==> config.mk <==
export PLATFORM = sky130hd
export DESIGN_NAME = frlm_front
export DESIGN_NICKNAME = d
export VERILOG_FILES = /design/src/hdl/frlm_pkg.sv /design/src/hdl/frlm_front.sv
export SDC_FILE = /design/constraint.sdc
export NUM_CORES = 1
export LEC_CHECK = 0
export ABC_AREA = 1
export BUFFER_PORTS_ARGS = -buffer_cell sky130_fd_sc_hd__buf_2
export CAP_MARGIN = 20
export CORE_UTILIZATION = 50
export DETAILED_ROUTE_END_ITERATION = 16
export HOLD_SLACK_MARGIN = 0.15
export MAX_ROUTING_LAYER = met4
export PLACE_DENSITY = 0.83
export REMOVE_ABC_BUFFERS = 1
export SETUP_SLACK_MARGIN = 0.05
export SYNTH_ARGS = -nofsm -noshare
export SYNTH_HDL_FRONTEND = slang
export SYNTH_SLANG_ARGS = --single-unit
==> constraint.sdc <==
create_clock -name i_clk -period 11.3 [get_ports i_clk]
set_input_delay 0 -clock i_clk [delete_from_list [all_inputs] [get_ports i_clk]]
set_output_delay 0 -clock i_clk [all_outputs]
set_load 0.02 [all_outputs]
==> src/hdl/frlm_pkg.sv <==
// shared types, constants and helpers of the framed rms and peak level meter
// no dependencies
`timescale 1ns / 1ps
`default_nettype none

package frlm_pkg;

    localparam int NUM_CHANNELS_DEF = 2;
    localparam int CAPACITY_DEF     = 64;

    localparam int SUM_W   = 45;
    localparam int PWR_W   = 33;
    localparam int FILL_W  = 13;
    localparam int LVL_W   = 16;
    localparam int TICK_W  = 32;
    localparam int SMP_W   = 16;
    localparam int CH_W    = 3;
    localparam int CFG_W   = 13;
    localparam int OPR_W   = 46;
    localparam int ROOT_W  = 23;
    localparam int SREM_W  = 25;

    localparam logic [FILL_W-1:0] FRAME_LEN_RST = 13'd1024;
    localparam logic [FILL_W-1:0] FRAME_LEN_MAX = 13'd4096;

    localparam logic OP_PUSH  = 1'b0;
    localparam logic OP_QUERY = 1'b1;

    localparam logic REG_FRAME_LEN = 1'b0;
    localparam logic REG_CPLX_MODE = 1'b1;

    typedef struct packed {
        logic                     opcode;
        logic [CH_W-1:0]          channel;
        logic signed [SMP_W-1:0]  sample_re;
        logic signed [SMP_W-1:0]  sample_im;
        logic [TICK_W-1:0]        tick_value;
        logic [TICK_W-1:0]        peak_from_tick;
    } t_item;

    typedef struct packed {
        logic  valid;
        t_item item;
    } t_queue_head;

    typedef enum logic [3:0] {
        S_IDLE,
        S_SQ1,
        S_SQ2,
        S_DIV,
        S_ROOT,
        S_CLOSE,
        S_QRD,
        S_QST,
        S_QCH,
        S_QDAT,
        S_OUT
    } t_state;

    function automatic logic not_before(input logic [TICK_W-1:0] a,
                                        input logic [TICK_W-1:0] b);
        logic [TICK_W-1:0] d;
        d = a - b;
        return ~d[TICK_W-1];
    endfunction

endpackage

`default_nettype wire

==> src/hdl/frlm_front.sv <==
// front part: accepts items, drops pushes on absent channels, two-entry queue
// depends on frlm_pkg
`timescale 1ns / 1ps
`default_nettype none

module frlm_front #(
    parameter int NUM_CHANNELS = frlm_pkg::NUM_CHANNELS_DEF
) (
    input  wire                  i_clk,
    input  wire                  i_rst_n,
    input  wire                  i_valid,
    output logic                 o_stall,
    input  frlm_pkg::t_item      i_item,
    input  wire                  i_pop,
    output frlm_pkg::t_queue_head o_head
);
    import frlm_pkg::*;

    t_item       r_q [2];
    logic        r_wp;
    logic        r_rp;
    logic [1:0]  r_cnt;
    logic        keep;
    logic        push_q;
    logic        pop_q;

    assign o_stall = (r_cnt == 2'd2);
    assign keep    = (i_item.opcode == OP_QUERY) ||
                     ({1'b0, i_item.channel} < (CH_W + 1)'(NUM_CHANNELS));
    assign push_q  = i_valid && !o_stall && keep;
    assign pop_q   = i_pop && (r_cnt != 2'd0);

    assign o_head.valid = (r_cnt != 2'd0);
    assign o_head.item  = r_q[r_rp];

    always_ff @(posedge i_clk) begin
        if (push_q) begin
            r_q[r_wp] <= i_item;
        end
    end

    always_ff @(posedge i_clk) begin
        if (!i_rst_n) begin
            r_wp  <= 1'b0;
            r_rp  <= 1'b0;
            r_cnt <= 2'd0;
        end else begin
            if (push_q) begin
                r_wp <= ~r_wp;
            end
            if (pop_q) begin
                r_rp <= ~r_rp;
            end
            r_cnt <= r_cnt + {1'b0, push_q} - {1'b0, pop_q};
        end
    end

endmodule

`default_nettype wire

==> results of run 1 <==
-- stage by stage --
stage	cell area, sq um	setup slack (ns)
floorplan	7760	5.90
global placement	9080	8.64
detailed placement	9080	8.45
CTS	10800	8.35
global route	10800	8.20
finish	10800	8.40
-- worst paths after layout --
path	startpoint	endpoint	slack [ns]	cells after the start
hold / removal	i_item[39]	r_q[0][39]	0.24	2
setup / recovery	r_cnt[0]	r_q[0][52]	8.40	5
setup reg to reg	r_cnt[0]	r_q[0][52]	8.40	5
hold reg to reg	r_rp	flip-flop	0.52	2
-- logic make-up (layout without fill, tap and decap cells) --
| group | count (synthesis) | after routing | share of synthesized area [%] |
|---|---|---|---|
| DFF | 205 | 205 | 76.6 |
| muxes | 100 | 100 | 18.8 |
| buffers and inverters | 18 | 353 | 2.98 |
| and+or+nand+nor | 17 | 17 | 0.816 |
| AOI/OAI and AO/OA | 4 | 4 | 0.314 |
| adders and majority gates | 2 | 2 | 0.314 |
| xor gates and xnor gates | 1 | 1 | 0.110 |
-- worst max-delay path: stages, from the launching register on --
cell	delay (ns)
dfxtp_1	0.40
inv_1	0.11
a21oi_1	0.26
nand2_1	0.17
nor2_4	0.61
buf_4	0.85
-- state kept, by name, summed over array words and instances, names as in the netlist, named ones only --
register	count
r_rp	1
r_cnt	2
r_q	200
r_wp	1
-- cell type report --
| class | count | area, sq um |
|---|---|---|
| tap | 211 | 264 |
| sequential | 205 | 6110 |
| inverter | 7 | 28.8 |
| clock inverter | 12 | 131 |
| timing repair buffer | 311 | 2080 |
| multi-input combinational | 124 | 1630 |
| fill | 955 | 4590 |
| clock buffer | 23 | 533 |
-- layout by cell type, fill, tap and decap left out, drive strengths merged --
cell type      n
xnor2          1
o21a           1
a21oi          2
edfxtp       200
dlygate4sd3  103
dfxtp          5
mux2         100
bufinv         3
clkbuf        23
inv            7
buf          208
ha             2
nand3          1
nand2          9
clkinv         8
o21bai         1
nor2           7
clkinvlp       1
-- report_power, final --
part           leakage (nW)  switching [mW]  internal, mW
Sequential             1.88          0.0519         0.920
Clock                 0.323           0.264         0.406
Combinational          2.08           0.290         0.271
Total                  4.28           0.606          1.60
-- routing by layer --
metal  track usage (%)  routed length [um]
met1              20.9                5950
met5                 -                   0
met2              34.4                8080
met3              3.88                 913
met4              5.81                 331
==> results.py, run 1 <==
metrics = {
    "detailed_routing": {
        "drt_pass1_iterations": 6,
        "viasPerCell": 4.84,
        "first_iter_violations": 167,
        "wl_mm": 15.3,
        "post_drt_wl_per_cell_um": 17.1,
        "drcViolationCount": 0,
        "ant_nets": 0,
        "vias": 4325,
    },
    "place": {
        "placedCellCount": 755,
        "portBuffers": 205,
        "dp_hpwl_mm": 8.65,
        "gp_congestion": 0.717,
    },
    "sta": {
        "setup_violations": 0,
        "fmax_ghz": 0.345,
        "rsz0062_at_grt": "no",
        "hold_violations": 0,
        "setup_tns_ns": 0,
        "min_period_ns": 2.90,
        "period_share_pct": 25.7,
        "worst_pin_slew_ns": 1.03,
        "fin_skew_ns": 0.0153,
        "drv_slew": 0,
        "slew-limit-headroom_pct": 31.5,
        "timing.hold.ws_ns": 0.241,
    },
    "final_layout": {
        "fin_cells": 893,
        "area_growth_syn_to_layout_pct": 35.3,
        "finish.utilization_pct": 70.1,
        "num-nets-final": 776,
        "antenna_cells": 0,
        "final_layout_size_suffix_gt1_share_pct": 49.7,
    },
    "power": {
        "p_leak_nw": 4.28,
        "power.density_nw_per_um2": 204,
        "p_total_mw": 2.20,
        "ir_drop_mv": 0.136,
    },
    "logic_synthesis": {
        "syn_avg_cell_area_sq_um": 23.0,
        "netlist.area_leader.share_pct": 75.4,
        "synth_common_cells": "200 x edfxtp_1, 100 x mux2_4, 10 x buf_12",
        "ys_types": 14,
        "syn_inst": 347,
        "synthTopCellsByArea": "edfxtp_1 75%, mux2_4 19%, buf_12 2.5%, dfxtp_1 1.3%, nand2_1 0.42%",
        "ys_ff_latch": 205,
        "synthArstFlopShare_pct": 0,
        "synth_edf_count": 200,
        "synth_warnings": 0,
        "synth_ff_type": "edfxtp_1",
        "yosysTopAreaCell": "edfxtp_1",
        "syn-cell-area_sq_um": 7970,
        "synth_sequential_area_ratio_pct": 76.6,
        "synth.most_common_cell": "edfxtp_1",
    },
    "grt": {
        "grt_overflow": 0,
        "grtUsageTotal_pct": 19.0,
        "grt_pass1_wl_mm": 23.3,
        "grt_pass1_vias": 4622,
        "antenna_found_initial": 0,
        "grt_start_max_net_pins": 75,
    },
    "cts": {
        "htree_levels": 1,
        "cts-root-buf": "clkbuf_16",
        "cts_buffer_depth": 3,
        "cts.clk_slew.worst_paths_ns": 0.06,
        "tritoncts": "done",
        "cts_buffers": 21,
        "clk_latency_ns": 0.48,
        "cts_setup_buffers": 0,
        "cts.sinks": 205,
        "cts-hold-fix-buffers": 103,
        "cts_resized": 0,
    },
    "critical_path": {
        "crit_type": "flip-flop to flip-flop",
        "required_ns": 11.39,
        "endpoint_kind": "flip-flop",
        "critPathLaunchType": "flip-flop",
        "crit_fanout": 74,
        "cp_data_arrival_time_ns": 3.00,
    },
    "run_status": {
        "status": "finished, final reports clean",
    },
    "die": {
        "die_h_um": 128,
        "ioPinCount": 206,
        "die-area_sq_um": 16400,
        "fp.dieW_um": 128,
        "initial_core_util_pct": 51.8,
        "core_area_sq_um": 15400,
        "rows": 45,
    },
    "min_path": {
        "hold_class": "input pin to flip-flop",
    },
    "job": {
        "drv_cap": 0,
    },
}
(Power assumes the default switching activity.)
==> inputs of run 2 (changes only) <==
Settings changed: ABC_AREA 1 to 0.
Clock period 11.3 ns to 3 ns, I/O delays scaled along.
==> run 2 against run 1 <==
Effect of this change:
- clock power rose to 3.6 times the previous value
- power rose to 3.9 times the previous value
- clock-buffer cell count rose by 2
- first-iteration DRC count rose by 44%
- cell count fell by 0.34%
- critical path type is now flip-flop to primary output
- highest routed layer unchanged
==> results.py, run 2 <==
metrics = {
    "run_status": {
        "status": "finished, final reports clean",
    },
    "logic_synthesis": {
        "ys_types": 19,
        "synthAdderAreaFrac_pct": 0.314,
        "synthArstFlopShare_pct": 0,
        "synth_mux_area_share_pct": 18.9,
        "yosysTopAreaCell": "edfxtp_1",
        "syn_inst": 339,
        "synth_common_cells": "200 x edfxtp_1, 100 x mux2_4, 10 x buf_12",
        "synth_edf_count": 200,
        "post_synth_xor_area_fraction_pct": 0.220,
        "synthTopCellsByArea": "edfxtp_1 75%, mux2_4 19%, buf_12 2.5%, dfxtp_1 1.3%, ha_1 0.31%",
        "synth_top_family_by_area": "multiplexers",
        "synth_compound_area_share_pct": 0.188,
        "synth_warnings": 0,
        "synth.most_common_cell": "edfxtp_1",
        "synth_sequential_area_ratio_pct": 76.5,
        "yosys.area_share.simple_pct": 0.988,
        "synth_ff_type": "edfxtp_1",
        "syn_avg_cell_area_sq_um": 23.5,
        "ys_ff_latch": 205,
        "netlist.area_leader.share_pct": 75.3,
        "syn-cell-area_sq_um": 7980,
    },
    "final_layout": {
        "fin_cells": 890,
        "top_regs": "r_q x200, r_cnt x2",
        "finish.utilization_pct": 70.3,
        "top_register": "r_q",
        "final_cell_mix": "205 x buf_2, 200 x edfxtp_1, 103 x dlygate4sd3_1",
        "fillers": 923,
        "largest_reg_flops": 200,
        "area_growth_syn_to_layout_pct": 35.4,
        "final_layout_size_suffix_gt1_share_pct": 51.0,
        "layout_commonest_cell": "buf_2",
        "num-nets-final": 770,
    },
    "critical_path": {
        "regToRegSetupSlack_ns": 1.10,
        "endpoint_kind": "primary output",
        "cp_data_arrival_time_ns": 2.14,
        "crit_type": "flip-flop to primary output",
        "reg2reg_to": "r_cnt[1]",
        "crit_fanout": 24,
        "worst_r2r_path_depth": 8,
        "timing.rr.start": "r_cnt[1]",
        "required_ns": 3.00,
        "critPathLaunchType": "flip-flop",
    },
    "cts": {
        "tritoncts": "done",
        "clk_latency_ns": 0.48,
        "cts_setup_buffers": 0,
        "cts.clk_slew.worst_paths_ns": 0.06,
        "cts_buffers": 21,
        "cts.sinks": 205,
        "htree_levels": 1,
        "cts_buffer_depth": 3,
        "cts-root-buf": "clkbuf_16",
    },
    "sta": {
        "rsz0062_at_grt": "no",
        "drv_slew": 0,
        "min_period_ns": 2.14,
        "worst_pin_slew_ns": 0.676,
        "setup_violations": 0,
        "fin_skew_ns": 0.0138,
        "period_share_pct": 71.5,
        "timing.hold.ws_ns": 0.234,
        "hold_violations": 0,
        "fmax_ghz": 0.466,
        "slew-limit-headroom_pct": 55.0,
    },
    "detailed_routing": {
        "drcViolationCount": 0,
        "drt_pass1_iterations": 4,
        "wl_mm": 15.7,
        "viasPerCell": 4.82,
        "vias": 4290,
        "ant_nets": 0,
        "post_drt_wl_per_cell_um": 17.6,
        "first_iter_violations": 241,
    },
    "die": {
        "ioPinCount": 206,
        "rows": 45,
        "core_area_sq_um": 15400,
        "initial_core_util_pct": 51.9,
        "die_h_um": 128,
        "die-area_sq_um": 16500,
        "fp.dieW_um": 128,
    },
    "job": {
        "drv_cap": 0,
    },
    "grt": {
        "grt_start_max_net_pins": 101,
        "antenna_found_initial": 1,
        "grt_overflow": 0,
        "grt_pass1_wl_mm": 23.8,
        "grtUsageTotal_pct": 19.6,
        "grt_pass1_vias": 4665,
    },
    "place": {
        "dp_hpwl_mm": 8.69,
        "portBuffers": 205,
        "gp_congestion": 0.711,
        "placedCellCount": 749,
    },
    "power": {
        "ir_drop_mv": 0.677,
        "p_leak_nw": 4.26,
        "power.density_nw_per_um2": 794,
        "p_total_mw": 8.58,
    },
    "min_path": {
        "hold_class": "input pin to flip-flop",
        "hold_depth": 2,
        "min_from": "i_item[54]",
        "holdPathEnd": "r_q[0][54]",
    },
}
## run 2: logic make-up after synthesis
kind of cell	Yosys count
DFF	205
muxes	101
buffers and inverters	14
and+or+nand+nor	13
AOI/OAI and AO/OA	2
xor gates and xnor gates	2
adders and majority gates	2
## run 2: critical path, stage by stage, from the launching register on
cell and delay (ns):
dfxtp_4 0.63, buf_4 0.49, mux2_4 0.35, buf_2 0.16
## run 2: how the worst max path moves through the flow
stage                   start          to  cells past startpoint
finish              flip-flop   o_head[1]                      3
global placement     r_cnt[1]  r_q[0][56]                      4
floorplan            r_cnt[1]   r_q[0][0]                      3
global route        flip-flop   o_head[1]                      3
detailed placement   r_cnt[1]  r_q[0][22]                      4
CTS                 flip-flop  o_head[76]                      3
## run 2: metal layers
| layer | routed length, um | GRT usage [%] |
|---|---|---|
| met1 | 5920 | 21.1 |
| met3 | 1000 | 4.51 |
| met5 | 0 | - |
| met4 | 420 | 7.75 |
| met2 | 8310 | 34.8 |
## run 2: area by class of cell
class	count	area [sq um]	share of cell area [%]
inverters	3	11.3	0.104
clock buffers	25	541	5.00
flip-flops and latches	205	6110	56.6
well taps	211	264	2.44
repair buffers	313	2120	19.6
multi-input cells	120	1660	15.4
diodes	1	2.50	0.0232
clock inverters	12	92.6	0.857
## run 2: power by group
part	internal, mW	total [mW]	leakage (nW)	switching, mW
Sequential	3.50	3.65	1.88	0.155
Clock	1.38	2.40	0.303	1.03
Combinational	1.19	2.53	2.08	1.33
## run 2: what timing repair did
action	CTS	global route
hold endpoints to repair	205	0
hold buffers	103	0
resized for setup	0	0
## run 2: metrics by stage
| stage | area [sq um] | setup slack (ns) | setup TNS (ns) |
|---|---|---|---|
| after floorplan | 7760 | -2.42 | -624.68 |
| after global placement | 9140 | 1.30 | 0 |
| after detailed placement | 9140 | 1.21 | 0 |
| after CTS | 10800 | 0.827 | 0 |
| after global routing | 10800 | 0.769 | 0 |
| final | 10800 | 0.856 | 0 |
==> inputs of run 3 (changes only) <==
Settings changed: CORE_UTILIZATION 50 to 48.
Clock period 3 ns to 1.8 ns, I/O delays scaled along.
==> run 3 against run 2 <==
Effect of this change:
- via count up 1.1%
- clock skew down 0.0057 ns
- sequential power up 64%
- largest power group unchanged
- critical path depth up 5
- core utilization down 1.6 points
- power up 72%
==> results.py, run 3 (synthesis results as in run 2) <==
metrics = {
    "die": {
        "rows": 46,
        "ioPinCount": 206,
        "initial_core_util_pct": 49.7,
        "die-area_sq_um": 17100,
        "fp.dieW_um": 131,
        "die_h_um": 131,
        "core_area_sq_um": 16100,
    },
    "critical_path": {
        "crit_path_top_delay_cell": "dfxtp_4",
        "crit_path_frequent_cell": "ha_4",
        "reg2reg_to": "r_cnt[1]",
        "critPathBufInv": 1,
        "crit_type": "flip-flop to flip-flop",
        "regToRegSetupSlack_ns": 0.07,
        "critPathLaunchType": "flip-flop",
        "critical-path-max-stage-delay_ns": 0.36,
        "timing.rr.start": "r_cnt[1]",
        "worst_r2r_path_depth": 8,
        "cp_top_family": "simple AND/OR/NAND/NOR gates",
        "crit_fanout": 5,
        "required_ns": 2.19,
        "worstPathCellList": "nor2b_2 -> nand3b_4 -> ha_4 -> inv_2 -> ha_4 -> xor2_2 -> and2_1 -> nor3_2",
        "cp_data_arrival_time_ns": 2.12,
        "endpoint_kind": "flip-flop",
    },
    "power": {
        "power.density_nw_per_um2": 1340,
        "p_leak_nw": 4.35,
        "ir_drop_mv": 0.833,
    },
    "grt": {
        "grt_pass1_vias": 4589,
        "antenna_found_initial": 0,
        "grt_start_max_net_pins": 57,
        "grt_overflow": 0,
        "grtUsageTotal_pct": 18.4,
        "grt_pass1_wl_mm": 23.0,
    },
    "cts": {
        "cts_buffer_depth": 3,
        "tritoncts": "done",
        "cts-root-buf": "clkbuf_16",
        "htree_levels": 1,
        "cts_setup_buffers": 0,
        "clk_latency_ns": 0.47,
        "cts_buffers": 21,
        "cts.clk_slew.worst_paths_ns": 0.06,
        "cts.sinks": 205,
    },
    "sta": {
        "min_period_ns": 1.73,
        "period_share_pct": 95.9,
        "fmax_ghz": 0.579,
        "rsz0062_at_grt": "yes",
        "slew-limit-headroom_pct": 80.6,
        "timing.hold.ws_ns": 0.245,
        "drv_slew": 0,
        "setup_violations": 0,
        "worst_pin_slew_ns": 0.289,
        "setup_tns_ns": 0,
        "hold_violations": 0,
        "fin_skew_ns": 0.00803,
    },
    "run_status": {
        "status": "finished, final reports clean",
    },
    "detailed_routing": {
        "first_iter_violations": 217,
        "drcViolationCount": 0,
        "post_drt_wl_per_cell_um": 17.8,
        "drt_pass1_iterations": 4,
        "ant_nets": 0,
        "vias": 4339,
        "viasPerCell": 4.83,
        "wl_mm": 16.0,
    },
    "place": {
        "placedCellCount": 757,
        "portBuffers": 205,
        "dp_hpwl_mm": 9.07,
        "gp_congestion": 0.733,
    },
    "final_layout": {
        "top_regs": "r_q x200, r_cnt x2",
        "largest_reg_flops": 200,
        "num-nets-final": 775,
        "antenna_cells": 0,
        "final_cell_mix": "205 x buf_2, 200 x edfxtp_1, 103 x dlygate4sd3_1",
        "fin_cells": 898,
        "top_register": "r_q",
        "layout_commonest_cell": "buf_2",
        "area_growth_syn_to_layout_pct": 38.2,
        "final_layout_size_suffix_gt1_share_pct": 52.5,
    },
    "min_path": {
        "min_from": "i_item[16]",
        "holdPathEnd": "r_q[0][16]",
        "hold_class": "input pin to flip-flop",
        "hold_depth": 2,
    },
    "job": {
        "drv_cap": 0,
    },
}
-- run 3: changes by cell type in the layout (fill, tap and decap cells not counted), sizes merged --
| cell | previous run | this run |
|---|---|---|
| buf | 210 | 213 |
| bufinv | 1 | 3 |
| clkinvlp | 3 | 1 |
| diode | 1 | 0 |
| inv | 3 | 4 |
-- run 3: layout make-up --
cell class,instances,area (sq um)
clock buffers,23,533
clock inverters,13,141
fillers,979,5030
inverters,3,11.3
multi-input cells,120,1700
flip-flops and latches,205,6110
well taps,216,270
repair buffers,318,2250
-- run 3: where the power goes --
group / internal [mW] / total (mW) / switching [mW] / leakage [nW]
Sequential: 5.83 / 6.00 / 0.175 / 1.88
Combinational: 2.14 / 4.52 / 2.38 / 2.13
Clock: 2.56 / 4.23 / 1.67 / 0.330
Total: 10.5 / 14.7 / 4.22 / 4.35
-- run 3: how the worst max path moves through the flow --
stage                        start          to  slack, ns  depth (start not counted)
after global placement    r_cnt[1]    r_cnt[1]       0.20                          8
final                     r_cnt[1]    r_cnt[1]       0.07                          8
after detailed placement  r_cnt[1]    r_cnt[1]       0.10                          8
after floorplan           r_cnt[1]   r_q[0][0]      -3.62                          3
after global routing      r_cnt[1]  r_q[0][10]       0.05                          5
after CTS                 r_cnt[1]    r_cnt[1]       0.06                          8
-- run 3: metrics by stage --
step	area, sq um	setup slack [ns]	util (%)	power, mW
after detailed placement	9230	0.102	57.5	10.3
after global placement	9230	0.202	57.5	10.2
final	11000	0.0736	68.7	14.7
after CTS	10900	0.0644	68.1	14.7
after floorplan	7760	-3.62	-	8.69
after global routing	11000	0.0478	68.7	15.3
-- run 3: layer usage --
metal	track usage [%]	routed length (um)	up-vias
li1	-	-	2002
met1	20.0	6190	2137
met2	33.4	8640	168
met3	3.66	835	32
met4	6.36	332	0
met5	-	0	-
-- run 3: worst reg2reg max path: stages (launching register included) --
cell      delay [ns]
dfxtp_4         0.36
nor2b_2         0.16
nand3b_4        0.18
ha_4            0.28
inv_2           0.04
ha_4            0.15
xor2_2          0.15
and2_1          0.17
nor3_2          0.16
-- run 3: timing repair --
item | in CTS | in global routing
gates resized for setup | 0 | 9
hold endpoints to repair | 205 | 0
setup endpoints to repair | 0 | 22
hold buffers | 103 | 0
